File: src/rtl/ddpi_pkg.sv
// Shared types, constants and the arctangent table of the differential-drive pose integrator.
`default_nettype none

package ddpi_pkg;

  // Default number of rotation steps of the angle unit.
  localparam int CORDIC_STEPS_DEF = 24;

  // Shared multiplier operand and product widths.
  localparam int MUL_AW = 36;
  localparam int MUL_BW = 18;
  localparam int MUL_PW = MUL_AW + MUL_BW;

  // Width of the rotation vector and angle residual inside the angle unit.
  localparam int VEC_W = 34;

  // Starting x of the rotation, the limit gain constant in Q4.30.
  localparam logic signed [VEC_W-1:0] CORDIC_K = 34'sd652032874;

  // Register reset values.
  localparam logic [15:0] FILTER_ALPHA_RST  = 16'd62259;
  localparam logic [31:0] TURN_GAIN_RST     = 32'd6835652;
  localparam logic [31:0] MOVE_GAIN_RST     = 32'd2147484;
  localparam logic [15:0] REPORT_PERIOD_RST = 16'd20;

  typedef enum logic [1:0] {
    REG_FILTER_ALPHA  = 2'd0,
    REG_TURN_GAIN     = 2'd1,
    REG_MOVE_GAIN     = 2'd2,
    REG_REPORT_PERIOD = 2'd3
  } cfg_reg_t;

  typedef enum logic [4:0] {
    ST_IDLE,
    ST_L0,
    ST_L1,
    ST_R0,
    ST_R1,
    ST_RW,
    ST_T0,
    ST_T1,
    ST_M0,
    ST_M1,
    ST_MW,
    ST_CW,
    ST_X0,
    ST_X1,
    ST_Y0,
    ST_Y1,
    ST_YW,
    ST_EMIT
  } seq_state_t;

  // Arctangent of 2^-i in binary-angle units (full turn = 2^32).
  function automatic logic [29:0] atan_unit(input logic [4:0] idx);
    logic [29:0] r;
    case (idx)
      5'd0:  r = 30'd536870912;
      5'd1:  r = 30'd316933406;
      5'd2:  r = 30'd167458907;
      5'd3:  r = 30'd85004756;
      5'd4:  r = 30'd42667331;
      5'd5:  r = 30'd21354465;
      5'd6:  r = 30'd10679838;
      5'd7:  r = 30'd5340245;
      5'd8:  r = 30'd2670163;
      5'd9:  r = 30'd1335087;
      5'd10: r = 30'd667544;
      5'd11: r = 30'd333772;
      5'd12: r = 30'd166886;
      5'd13: r = 30'd83443;
      5'd14: r = 30'd41722;
      5'd15: r = 30'd20861;
      5'd16: r = 30'd10430;
      5'd17: r = 30'd5215;
      5'd18: r = 30'd2608;
      5'd19: r = 30'd1304;
      5'd20: r = 30'd652;
      5'd21: r = 30'd326;
      5'd22: r = 30'd163;
      5'd23: r = 30'd81;
      5'd24: r = 30'd41;
      5'd25: r = 30'd20;
      5'd26: r = 30'd10;
      5'd27: r = 30'd5;
      5'd28: r = 30'd3;
      5'd29: r = 30'd1;
      5'd30: r = 30'd1;
      default: r = 30'd0;
    endcase
    return r;
  endfunction

endpackage

`default_nettype wire

File: src/rtl/ddpi_mul.sv
// Shared signed multiplier with a registered product.
`default_nettype none

module ddpi_mul (
  input  wire logic                                 clk,
  input  wire logic signed [ddpi_pkg::MUL_AW-1:0]   a,
  input  wire logic signed [ddpi_pkg::MUL_BW-1:0]   b,
  output logic signed      [ddpi_pkg::MUL_PW-1:0]   p
);

  always_ff @(posedge clk) begin
    p <= a * b;
  end

endmodule

`default_nettype wire

File: src/rtl/ddpi_cordic.sv
// Rotation-mode angle unit: one rotation step per cycle, then quadrant map and clamp.
`default_nettype none

module ddpi_cordic #(
  parameter int CORDIC_STEPS = ddpi_pkg::CORDIC_STEPS_DEF
) (
  input  wire logic               clk,
  input  wire logic               rst,
  input  wire logic               start,
  input  wire logic [31:0]        angle,
  output logic                    busy,
  output logic signed [31:0]      cos_v,
  output logic signed [31:0]      sin_v
);

  localparam int ITW = $clog2(CORDIC_STEPS + 1);
  localparam int VW  = ddpi_pkg::VEC_W;
  localparam logic signed [VW-1:0] Q30_ONE = VW'(64'sd1073741824);

  logic [ITW-1:0]        iter;
  logic [1:0]            quad;
  logic signed [VW-1:0]  rz;
  logic signed [VW-1:0]  vx;
  logic signed [VW-1:0]  vy;

  logic [31:0]           ang_rnd;
  logic [1:0]            start_quad;
  logic [31:0]           residual;
  logic [4:0]            idx;
  logic signed [VW-1:0]  sx;
  logic signed [VW-1:0]  sy;
  logic signed [VW-1:0]  atan_v;
  logic signed [VW-1:0]  map_c;
  logic signed [VW-1:0]  map_s;

  function automatic logic signed [31:0] clamp_q30(input logic signed [VW-1:0] v);
    logic signed [31:0] r;
    if (v > Q30_ONE) begin
      r = 32'sd1073741824;
    end else if (v < -Q30_ONE) begin
      r = -32'sd1073741824;
    end else begin
      r = v[31:0];
    end
    return r;
  endfunction

  // The top two bits of the angle, rounded to the nearest quarter turn, pick
  // the quadrant; the rest is a signed residual within an eighth turn.
  assign ang_rnd    = angle + 32'h2000_0000;
  assign start_quad = ang_rnd[31:30];
  assign residual   = angle - {start_quad, 30'd0};

  assign idx    = 5'(iter);
  assign sx     = vx >>> idx;
  assign sy     = vy >>> idx;
  assign atan_v = $signed({{(VW-30){1'b0}}, ddpi_pkg::atan_unit(idx)});

  always_comb begin
    case (quad)
      2'd0: begin
        map_c = vx;
        map_s = vy;
      end
      2'd1: begin
        map_c = -vy;
        map_s = vx;
      end
      2'd2: begin
        map_c = -vx;
        map_s = -vy;
      end
      default: begin
        map_c = vy;
        map_s = -vx;
      end
    endcase
  end

  always_ff @(posedge clk) begin
    if (rst) begin
      busy <= 1'b0;
      iter <= '0;
    end else if (start) begin
      busy <= 1'b1;
      iter <= '0;
    end else if (busy) begin
      if (iter == ITW'(CORDIC_STEPS)) begin
        busy <= 1'b0;
      end else begin
        iter <= iter + 1'b1;
      end
    end
  end

  always_ff @(posedge clk) begin
    if (start) begin
      quad <= start_quad;
      rz   <= VW'($signed(residual));
      vx   <= ddpi_pkg::CORDIC_K;
      vy   <= '0;
    end else if (busy) begin
      if (iter != ITW'(CORDIC_STEPS)) begin
        if (!rz[VW-1]) begin
          vx <= vx - sy;
          vy <= vy + sx;
          rz <= rz - atan_v;
        end else begin
          vx <= vx + sy;
          vy <= vy - sx;
          rz <= rz + atan_v;
        end
      end else begin
        cos_v <= clamp_q30(map_c);
        sin_v <= clamp_q30(map_s);
      end
    end
  end

endmodule

`default_nettype wire

File: src/rtl/differential_drive_pose_integrator.sv
// Top level of the differential-drive pose integrator: sequencer, state and ports.
//
//  Channel | Dir | Handshake              | Contents
//  s_*     | in  | s_tvalid / s_tready    | one physics tick: left and right wheel drives
//  m_*     | out | m_tvalid / m_tready    | pose report: x, y, heading
//  cfg_*   | in  | cfg_we (no wait)       | register index and write data
//
// A tick runs from one accepted word to the next through a sequence of twelve products
// on the one shared multiplier, with the angle unit's rotation steps, one per cycle,
// covering most of the time.
// s_tready is high only between ticks. A finished report waits in the output
// register; the next tick is accepted meanwhile and only its own report, if
// any, waits for that register to empty. Reset is synchronous and clears the
// pose, lagged drives, report counter and registers to their defaults.
`default_nettype none

module differential_drive_pose_integrator #(
  parameter int CORDIC_STEPS = ddpi_pkg::CORDIC_STEPS_DEF
) (
  input  wire logic         clk,
  input  wire logic         rst,
  // s_tdata: [15:0] desired_left, [31:16] desired_right
  input  wire logic         s_tvalid,
  output logic              s_tready,
  input  wire logic [31:0]  s_tdata,
  // m_tdata: [47:0] pos_x, [95:48] pos_y, [127:96] heading
  output logic              m_tvalid,
  input  wire logic         m_tready,
  output logic [127:0]      m_tdata,
  input  wire logic         cfg_we,
  input  wire logic [1:0]   cfg_index,
  input  wire logic [31:0]  cfg_data
);

  localparam int AW = ddpi_pkg::MUL_AW;
  localparam int BW = ddpi_pkg::MUL_BW;
  localparam int PW = ddpi_pkg::MUL_PW;

  ddpi_pkg::seq_state_t state;
  ddpi_pkg::seq_state_t state_next;

  logic [15:0]         filter_alpha;
  logic [31:0]         turn_gain;
  logic [31:0]         move_gain;
  logic [15:0]         report_period;

  logic signed [15:0]  drive_l;
  logic signed [15:0]  drive_r;
  logic signed [31:0]  left_lagged;
  logic signed [31:0]  right_lagged;
  logic [31:0]         heading_acc;
  logic signed [47:0]  x_acc;
  logic signed [47:0]  y_acc;
  logic [15:0]         ticks_since_report;
  logic signed [35:0]  step_len;
  logic signed [63:0]  acc;
  logic                report;

  logic signed [AW-1:0] mul_a;
  logic signed [BW-1:0] mul_b;
  logic signed [PW-1:0] mul_p;
  logic signed [63:0]   prod;

  logic                 cordic_busy;
  logic signed [31:0]   cos_v;
  logic signed [31:0]   sin_v;

  logic signed [32:0]   ddiff;
  logic signed [32:0]   dsum;
  logic [17:0]          alpha_c;
  logic signed [63:0]   lag_sum;
  logic signed [63:0]   turn_sum;
  logic signed [63:0]   step_sum;
  logic signed [63:0]   scale_sum;
  logic signed [49:0]   pos_sum;
  logic signed [47:0]   pos_sat;
  logic signed [47:0]   pos_base;
  logic [16:0]          tick_inc;
  logic                 out_free;
  logic                 emit_load;

  ddpi_mul u_mul (
    .clk (clk),
    .a   (mul_a),
    .b   (mul_b),
    .p   (mul_p)
  );

  ddpi_cordic #(
    .CORDIC_STEPS (CORDIC_STEPS)
  ) u_cordic (
    .clk   (clk),
    .rst   (rst),
    .start (state == ddpi_pkg::ST_M1),
    .angle (heading_acc),
    .busy  (cordic_busy),
    .cos_v (cos_v),
    .sin_v (sin_v)
  );

  assign s_tready  = (state == ddpi_pkg::ST_IDLE);
  assign out_free  = !m_tvalid || m_tready;
  assign emit_load = (state == ddpi_pkg::ST_EMIT) && report && out_free;

  assign prod    = 64'(mul_p);
  assign ddiff   = 33'(left_lagged) - 33'(right_lagged);
  assign dsum    = 33'(left_lagged) + 33'(right_lagged);
  assign alpha_c = 18'h10000 - {2'b00, filter_alpha};

  // Each state consumes the product issued in the state before it.
  assign lag_sum   = acc + (prod <<< 16) + 64'sd32768;
  assign turn_sum  = acc + prod + 64'sd1073741824;
  assign step_sum  = acc + 64'sd16384 + (prod >>> 16);
  assign scale_sum = acc + 64'sd16384 + (prod >>> 15);
  assign pos_base  = (state == ddpi_pkg::ST_Y0) ? x_acc : y_acc;
  assign pos_sum   = 50'(pos_base) + 50'(scale_sum >>> 15);
  assign tick_inc  = {1'b0, ticks_since_report} + 17'd1;

  // Saturate to the 48-bit position range.
  always_comb begin
    if (pos_sum[49:47] == 3'b000 || pos_sum[49:47] == 3'b111) begin
      pos_sat = pos_sum[47:0];
    end else if (pos_sum[49]) begin
      pos_sat = {1'b1, 47'd0};
    end else begin
      pos_sat = {1'b0, {47{1'b1}}};
    end
  end

  // Multiplier operand selection.
  always_comb begin
    unique case (state)
      ddpi_pkg::ST_L0: begin
        mul_a = AW'(left_lagged);
        mul_b = $signed({2'b00, filter_alpha});
      end
      ddpi_pkg::ST_L1: begin
        mul_a = AW'(drive_l);
        mul_b = $signed(alpha_c);
      end
      ddpi_pkg::ST_R0: begin
        mul_a = AW'(right_lagged);
        mul_b = $signed({2'b00, filter_alpha});
      end
      ddpi_pkg::ST_R1: begin
        mul_a = AW'(drive_r);
        mul_b = $signed(alpha_c);
      end
      ddpi_pkg::ST_T0: begin
        mul_a = AW'(ddiff);
        mul_b = $signed({2'b00, turn_gain[31:16]});
      end
      ddpi_pkg::ST_T1: begin
        mul_a = AW'(ddiff);
        mul_b = $signed({2'b00, turn_gain[15:0]});
      end
      ddpi_pkg::ST_M0: begin
        mul_a = AW'(dsum);
        mul_b = $signed({2'b00, move_gain[31:16]});
      end
      ddpi_pkg::ST_M1: begin
        mul_a = AW'(dsum);
        mul_b = $signed({2'b00, move_gain[15:0]});
      end
      // The upper part of a factor is signed, so it is sign-extended.
      ddpi_pkg::ST_X0: begin
        mul_a = step_len;
        mul_b = {cos_v[31], cos_v[31:15]};
      end
      ddpi_pkg::ST_X1: begin
        mul_a = step_len;
        mul_b = $signed({3'b000, cos_v[14:0]});
      end
      ddpi_pkg::ST_Y0: begin
        mul_a = step_len;
        mul_b = {sin_v[31], sin_v[31:15]};
      end
      ddpi_pkg::ST_Y1: begin
        mul_a = step_len;
        mul_b = $signed({3'b000, sin_v[14:0]});
      end
      default: begin
        mul_a = '0;
        mul_b = '0;
      end
    endcase
  end

  always_ff @(posedge clk) begin
    if (rst) begin
      state <= ddpi_pkg::ST_IDLE;
    end else begin
      state <= state_next;
    end
  end

  always_comb begin
    state_next = state;
    unique case (state)
      ddpi_pkg::ST_IDLE: if (s_tvalid) state_next = ddpi_pkg::ST_L0;
      ddpi_pkg::ST_L0:   state_next = ddpi_pkg::ST_L1;
      ddpi_pkg::ST_L1:   state_next = ddpi_pkg::ST_R0;
      ddpi_pkg::ST_R0:   state_next = ddpi_pkg::ST_R1;
      ddpi_pkg::ST_R1:   state_next = ddpi_pkg::ST_RW;
      ddpi_pkg::ST_RW:   state_next = ddpi_pkg::ST_T0;
      ddpi_pkg::ST_T0:   state_next = ddpi_pkg::ST_T1;
      ddpi_pkg::ST_T1:   state_next = ddpi_pkg::ST_M0;
      ddpi_pkg::ST_M0:   state_next = ddpi_pkg::ST_M1;
      ddpi_pkg::ST_M1:   state_next = ddpi_pkg::ST_MW;
      ddpi_pkg::ST_MW:   state_next = ddpi_pkg::ST_CW;
      ddpi_pkg::ST_CW:   if (!cordic_busy) state_next = ddpi_pkg::ST_X0;
      ddpi_pkg::ST_X0:   state_next = ddpi_pkg::ST_X1;
      ddpi_pkg::ST_X1:   state_next = ddpi_pkg::ST_Y0;
      ddpi_pkg::ST_Y0:   state_next = ddpi_pkg::ST_Y1;
      ddpi_pkg::ST_Y1:   state_next = ddpi_pkg::ST_YW;
      ddpi_pkg::ST_YW:   state_next = ddpi_pkg::ST_EMIT;
      ddpi_pkg::ST_EMIT: if (!report || out_free) state_next = ddpi_pkg::ST_IDLE;
      default:           state_next = ddpi_pkg::ST_IDLE;
    endcase
  end

  // Configuration registers.
  always_ff @(posedge clk) begin
    if (rst) begin
      filter_alpha  <= ddpi_pkg::FILTER_ALPHA_RST;
      turn_gain     <= ddpi_pkg::TURN_GAIN_RST;
      move_gain     <= ddpi_pkg::MOVE_GAIN_RST;
      report_period <= ddpi_pkg::REPORT_PERIOD_RST;
    end else if (cfg_we) begin
      unique case (ddpi_pkg::cfg_reg_t'(cfg_index))
        ddpi_pkg::REG_FILTER_ALPHA:  filter_alpha  <= cfg_data[15:0];
        ddpi_pkg::REG_TURN_GAIN:     turn_gain     <= cfg_data;
        ddpi_pkg::REG_MOVE_GAIN:     move_gain     <= cfg_data;
        ddpi_pkg::REG_REPORT_PERIOD: report_period <= cfg_data[15:0];
        default: ;
      endcase
    end
  end

  // Pose state and report counter.
  always_ff @(posedge clk) begin
    if (rst) begin
      left_lagged        <= '0;
      right_lagged       <= '0;
      heading_acc        <= '0;
      x_acc              <= '0;
      y_acc              <= '0;
      ticks_since_report <= '0;
      report             <= 1'b0;
    end else begin
      case (state)
        ddpi_pkg::ST_R0: left_lagged  <= lag_sum[47:16];
        ddpi_pkg::ST_RW: right_lagged <= lag_sum[47:16];
        ddpi_pkg::ST_M0: heading_acc  <= heading_acc + turn_sum[62:31];
        ddpi_pkg::ST_Y0: x_acc        <= pos_sat;
        ddpi_pkg::ST_YW: begin
          y_acc <= pos_sat;
          if (tick_inc >= {1'b0, report_period}) begin
            ticks_since_report <= '0;
            report             <= 1'b1;
          end else begin
            ticks_since_report <= tick_inc[15:0];
            report             <= 1'b0;
          end
        end
        default: ;
      endcase
    end
  end

  // Working registers of the sequence.
  always_ff @(posedge clk) begin
    if (state == ddpi_pkg::ST_IDLE && s_tvalid) begin
      drive_l <= $signed(s_tdata[15:0]);
      drive_r <= $signed(s_tdata[31:16]);
    end
    case (state)
      ddpi_pkg::ST_L1: acc      <= prod;
      ddpi_pkg::ST_R1: acc      <= prod;
      ddpi_pkg::ST_T1: acc      <= prod <<< 16;
      ddpi_pkg::ST_M1: acc      <= prod;
      ddpi_pkg::ST_MW: step_len <= step_sum[50:15];
      ddpi_pkg::ST_X1: acc      <= prod;
      ddpi_pkg::ST_Y1: acc      <= prod;
      default: ;
    endcase
  end

  // Output register.
  always_ff @(posedge clk) begin
    if (rst) begin
      m_tvalid <= 1'b0;
    end else if (emit_load) begin
      m_tvalid <= 1'b1;
    end else if (m_tready) begin
      m_tvalid <= 1'b0;
    end
  end

  always_ff @(posedge clk) begin
    if (emit_load) begin
      m_tdata <= {heading_acc, y_acc, x_acc};
    end
  end

endmodule

`default_nettype wire
File: config.mk
export PLATFORM = sky130hd
export DESIGN_NAME = differential_drive_pose_integrator
export DESIGN_NICKNAME = d
export VERILOG_FILES = /design/src/rtl/ddpi_pkg.sv /design/src/rtl/ddpi_mul.sv /design/src/rtl/ddpi_cordic.sv /design/src/rtl/differential_drive_pose_integrator.sv
export SDC_FILE = /design/constraint.sdc
export NUM_CORES = 2
export LEC_CHECK = 0
export ABC_AREA = 1
export ABC_CLOCK_PERIOD_IN_PS = 8000
export BUFFER_PORTS_ARGS = -buffer_cell sky130_fd_sc_hd__buf_2
export CORE_UTILIZATION = 59
export DETAILED_ROUTE_END_ITERATION = 8
export PLACE_DENSITY = 0.83
export SLEW_MARGIN = 20
export SYNTH_ARGS = -nofsm -noshare
export SYNTH_HDL_FRONTEND = slang
export SYNTH_SLANG_ARGS = --single-unit
File: constraint.sdc
create_clock -name clk -period 8 [get_ports clk]
set_clock_uncertainty 0.05 [all_clocks]
set_input_delay 1.6 -clock clk [delete_from_list [all_inputs] [get_ports clk]]
set_output_delay 1.6 -clock clk [all_outputs]
set_load 0.05 [all_outputs]
==> run metrics <==
outcome finished with violations; violated checks design-rule violations, negative setup slack; Post-synth EDFFs 360; final setup slack of the worst path -0.689 ns; Cell Pwr Density 286 nW/um^2; CP max FO 5; pin count of the biggest net entering global routing between 90 and 100; CTS tree done; final standard cell utilization of the core a little over two thirds; number of detailed-routing iterations run before antenna repair 9; synthesized instance count 12910; global-route wire length before repair around 550000 um; Slew Limit Headroom ~15%; final net count roughly 15000; NetSw around 16000 uW; Synthesis Warnings 0; number of storage elements in the synthesis netlist approximately 830; count of cells along the worst register-to-register path 42; max-cap violation count 0; Min-Delay Path Class flip-flop to flip-flop; CTS root buffer clkbuf_16; setup repair after global routing missed its margin true; Final min period 8.69 ns; hold buffer count at CTS 0; half-perimeter wire length after detailed placement between 200000 and 300000 um; combinational cell fraction of total power between 60 and 70%; Worst EP arrival a little over 9 ns; most frequent standard cell in the layout excluding fill and tap cells nand2_1; period utilisation layout 109%; category of the worst setup path launch point flip-flop; die width 395 um; count of buffers inserted at the top-level ports 200; number of distinct library cell variants in the gate-level netlist after synthesis about 70; routed vias/inst around 6.2; Final Max Slew Viols 0; GRT Overall Usage a little under half; Clock Sinks 829; transition time at the pin with the least slew margin around 1.3 ns; total die area 156000 um^2; most used cells in the layout excluding fill and tap cells nand2_1 (2453), inv_1 (2146), nor2_1 (1236); Setup Viol. Count Final 28; total grt overflow 0; Synth Flop Type dfxtp_1; Clock Pin Slew Worst Setup and Hold Paths 0.06 ns; share of final-layout standard cells stronger than drive strength 1 between 15 and 20%; Sequential Power Share a little under a fifth; ys async rst share 0%; Slowest-stage cell, CP fa_2; buffer depth of the longest clock path 3; end of the worst register-to-register path u_mul.p[52]; floorplan row count roughly 140; start point of the critical path right_lagged[0]; # IOs 201; floorplan die height between 300 and 400 um; final estimated routing congestion in global placement between 1 and 1.5; Worst R2R Setup Slack -0.69 ns; worst-skew pair later-pin latency around 0.79 ns; FF-to-FF Start right_lagged[0]; internal power component 14500 uW; critical hold path startpoint y_acc[46]; syn nets around 14000; Hold Vio Cnt, Final 0; maximum frequency from static timing analysis roughly 120 MHz; Detailed Route Iter0 Violations ~13000; Cell Area, Synth slightly above 90000 um^2; required time of the worst setup path approximately 8.6 ns; Seq/Total Area, Yosys 22.1%; initial core utilization approximately three fifths; Avg Cell Area, Syn around 7.1 um^2; average routed wire per standard cell 23.8 um; remaining antenna violation count after routing 0; clock share of power 14.6%; post-synthesis to final-layout area growth 17.7%; vias in the first global route roughly 95000; number of remaining DRC errors 139; critical path capture point type flip-flop; type of the worst setup path flip-flop to flip-flop; worst stage delay on the critical path 0.71 ns; routed via count between 90000 and 100k; wirelength, routed around 380000 um; Clock H-tree levels 3; placeable core area about 150000 um^2; Post-Place Setup Slack -0.628 ns; number of clock buffers inserted by TritonCTS 90; capture endpoint of the worst hold path m_tdata[94]; switching power as a share of total power 52.7%; initial antenna violation count 13; Cells on Worst Hold Path 0; leakage power figure around 0.053 uW; peak ir drop on the vdd network 0.000301 V
-- metrics by stage --
step	area [um^2]	total power, uW	hold slack [ns]	instances	TNS (ns)
floorplan	91200	16700	0.358	12910	0
global placement	100000	23400	0.363	15573	-9.19
detailed placement	100000	23700	0.366	15573	-11.22
CTS	106000	29000	0.379	15811	-0.959
global route	107000	32100	0.384	15859	-16.04
finish	107000	30700	0.381	15863	-9.80
-- timing repair --
action,4_1_cts,5_1_grt
hold endpoints to repair,0,0
cloned,1,1
pin swaps,202,156
endpoints found under the setup margin,32,56
setup buffers,71,52
gates resized for setup,413,371
-- worst max path at each step --
| stage | endpoint | cells after the start |
|---|---|---|
| global route | u_mul.p[52] | 42 |
| finish | u_mul.p[52] | 42 |
| floorplan | u_mul.p[52] | 42 |
| global placement | u_mul.p[44] | 45 |
| CTS | u_mul.p[52] | 45 |
| detailed placement | u_mul.p[52] | 44 |
-- routing by layer --
metal	vias to the layer above	track usage, %	part of all wire [%]
li1	43507	-	-
met1	45861	58.5	36
met2	6935	69.1	42
met3	1852	13.1	14
met4	24	27.2	7.7
met5	-	1.85	0.095
-- logic make-up (layout without fill, tap and decap cells) --
kind of cell,after synthesis,count (layout),share of synthesized area [%]
AND/OR/NAND/NOR,5184,5184,23.9
other,0,5,0
AO/OA/AOI/OAI,2385,2385,15.0
XOR/XNOR,491,491,4.71
buffers and inverters,2738,3656,11.5
adder cells (fa/ha/maj),1283,1283,22.7
flip-flops,829,829,22.1
-- worst max-delay path: cells and delay by family (launching register included) --
family / cells / cell delay, ns
adder cells (fa/ha/maj): 9 / 4.19
buffers and inverters: 12 / 1.44
AO/OA/AOI/OAI: 8 / 1.23
AND/OR/NAND/NOR: 12 / 1.11
flip-flops: 1 / 0.35
XOR/XNOR: 1 / 0.16
-- cells in the mapped netlist (35+ instances only) --
cell type	number	area (um^2)
fa_1	625	12500
nor4_1	57	357
o21a_1	62	465
buf_2	91	455
nand3_1	863	4320
nor2_1	1314	4930
inv_1	2262	8490
ha_1	658	8230
xnor2_1	171	1500
a21oi_1	946	4730
o21bai_1	38	285
a211oi_1	35	263
nor2_2	60	375
clkbuf_1	288	1080
xor2_1	320	2800
o211ai_1	87	653
a221oi_1	64	561
or2_2	62	388
nand2_1	2515	9440
nor3_1	123	616
o21ai_1	47	235
edfxtp_1	360	10800
buf_1	37	139
o22ai_1	49	307
o21ai_0	699	3500
dfxtp_1	469	9390
nand4_1	108	676
a31oi_1	157	982
-- final cells by class --
| class | instances | area (um^2) |
|---|---|---|
| diodes | 5 | 12.5 |
| clock buffers | 112 | 2430 |
| clock inverters | 58 | 723 |
| fillers | 12034 | 45400 |
| inverters | 2301 | 8680 |
| multi-input cells | 9343 | 63200 |
| flip-flops and latches | 829 | 20200 |
| well taps | 2030 | 2540 |
| repair buffers | 1185 | 9590 |
-- state kept, by name, indices dropped and copies added, names as in the netlist, 30 cells and up --
name,flops
x_acc,48
heading_acc,32
u_mul.p,54
u_cordic.sin_v,32
u_cordic.cos_v,32
u_cordic.vy,34
acc,64
u_cordic.rz,34
step_len,36
turn_gain,32
m_tdata,128
y_acc,48
u_cordic.atan_v,30
u_cordic.vx,34
move_gain,32
right_lagged,32
left_lagged,32
-- power groups by stage --
stage / Sequential, uW / Combinational, uW / Clock [uW]
6_report: 5870 / 20300 / 4490
5_1_grt: 5820 / 21700 / 4630
4_1_cts: 5770 / 18700 / 4470
3_5_place_dp: 5860 / 17800 / 0
3_3_place_gp: 5860 / 17500 / 0
2_1_floorplan: 5350 / 11400 / 0
Power figures use the tool's default switching activity.
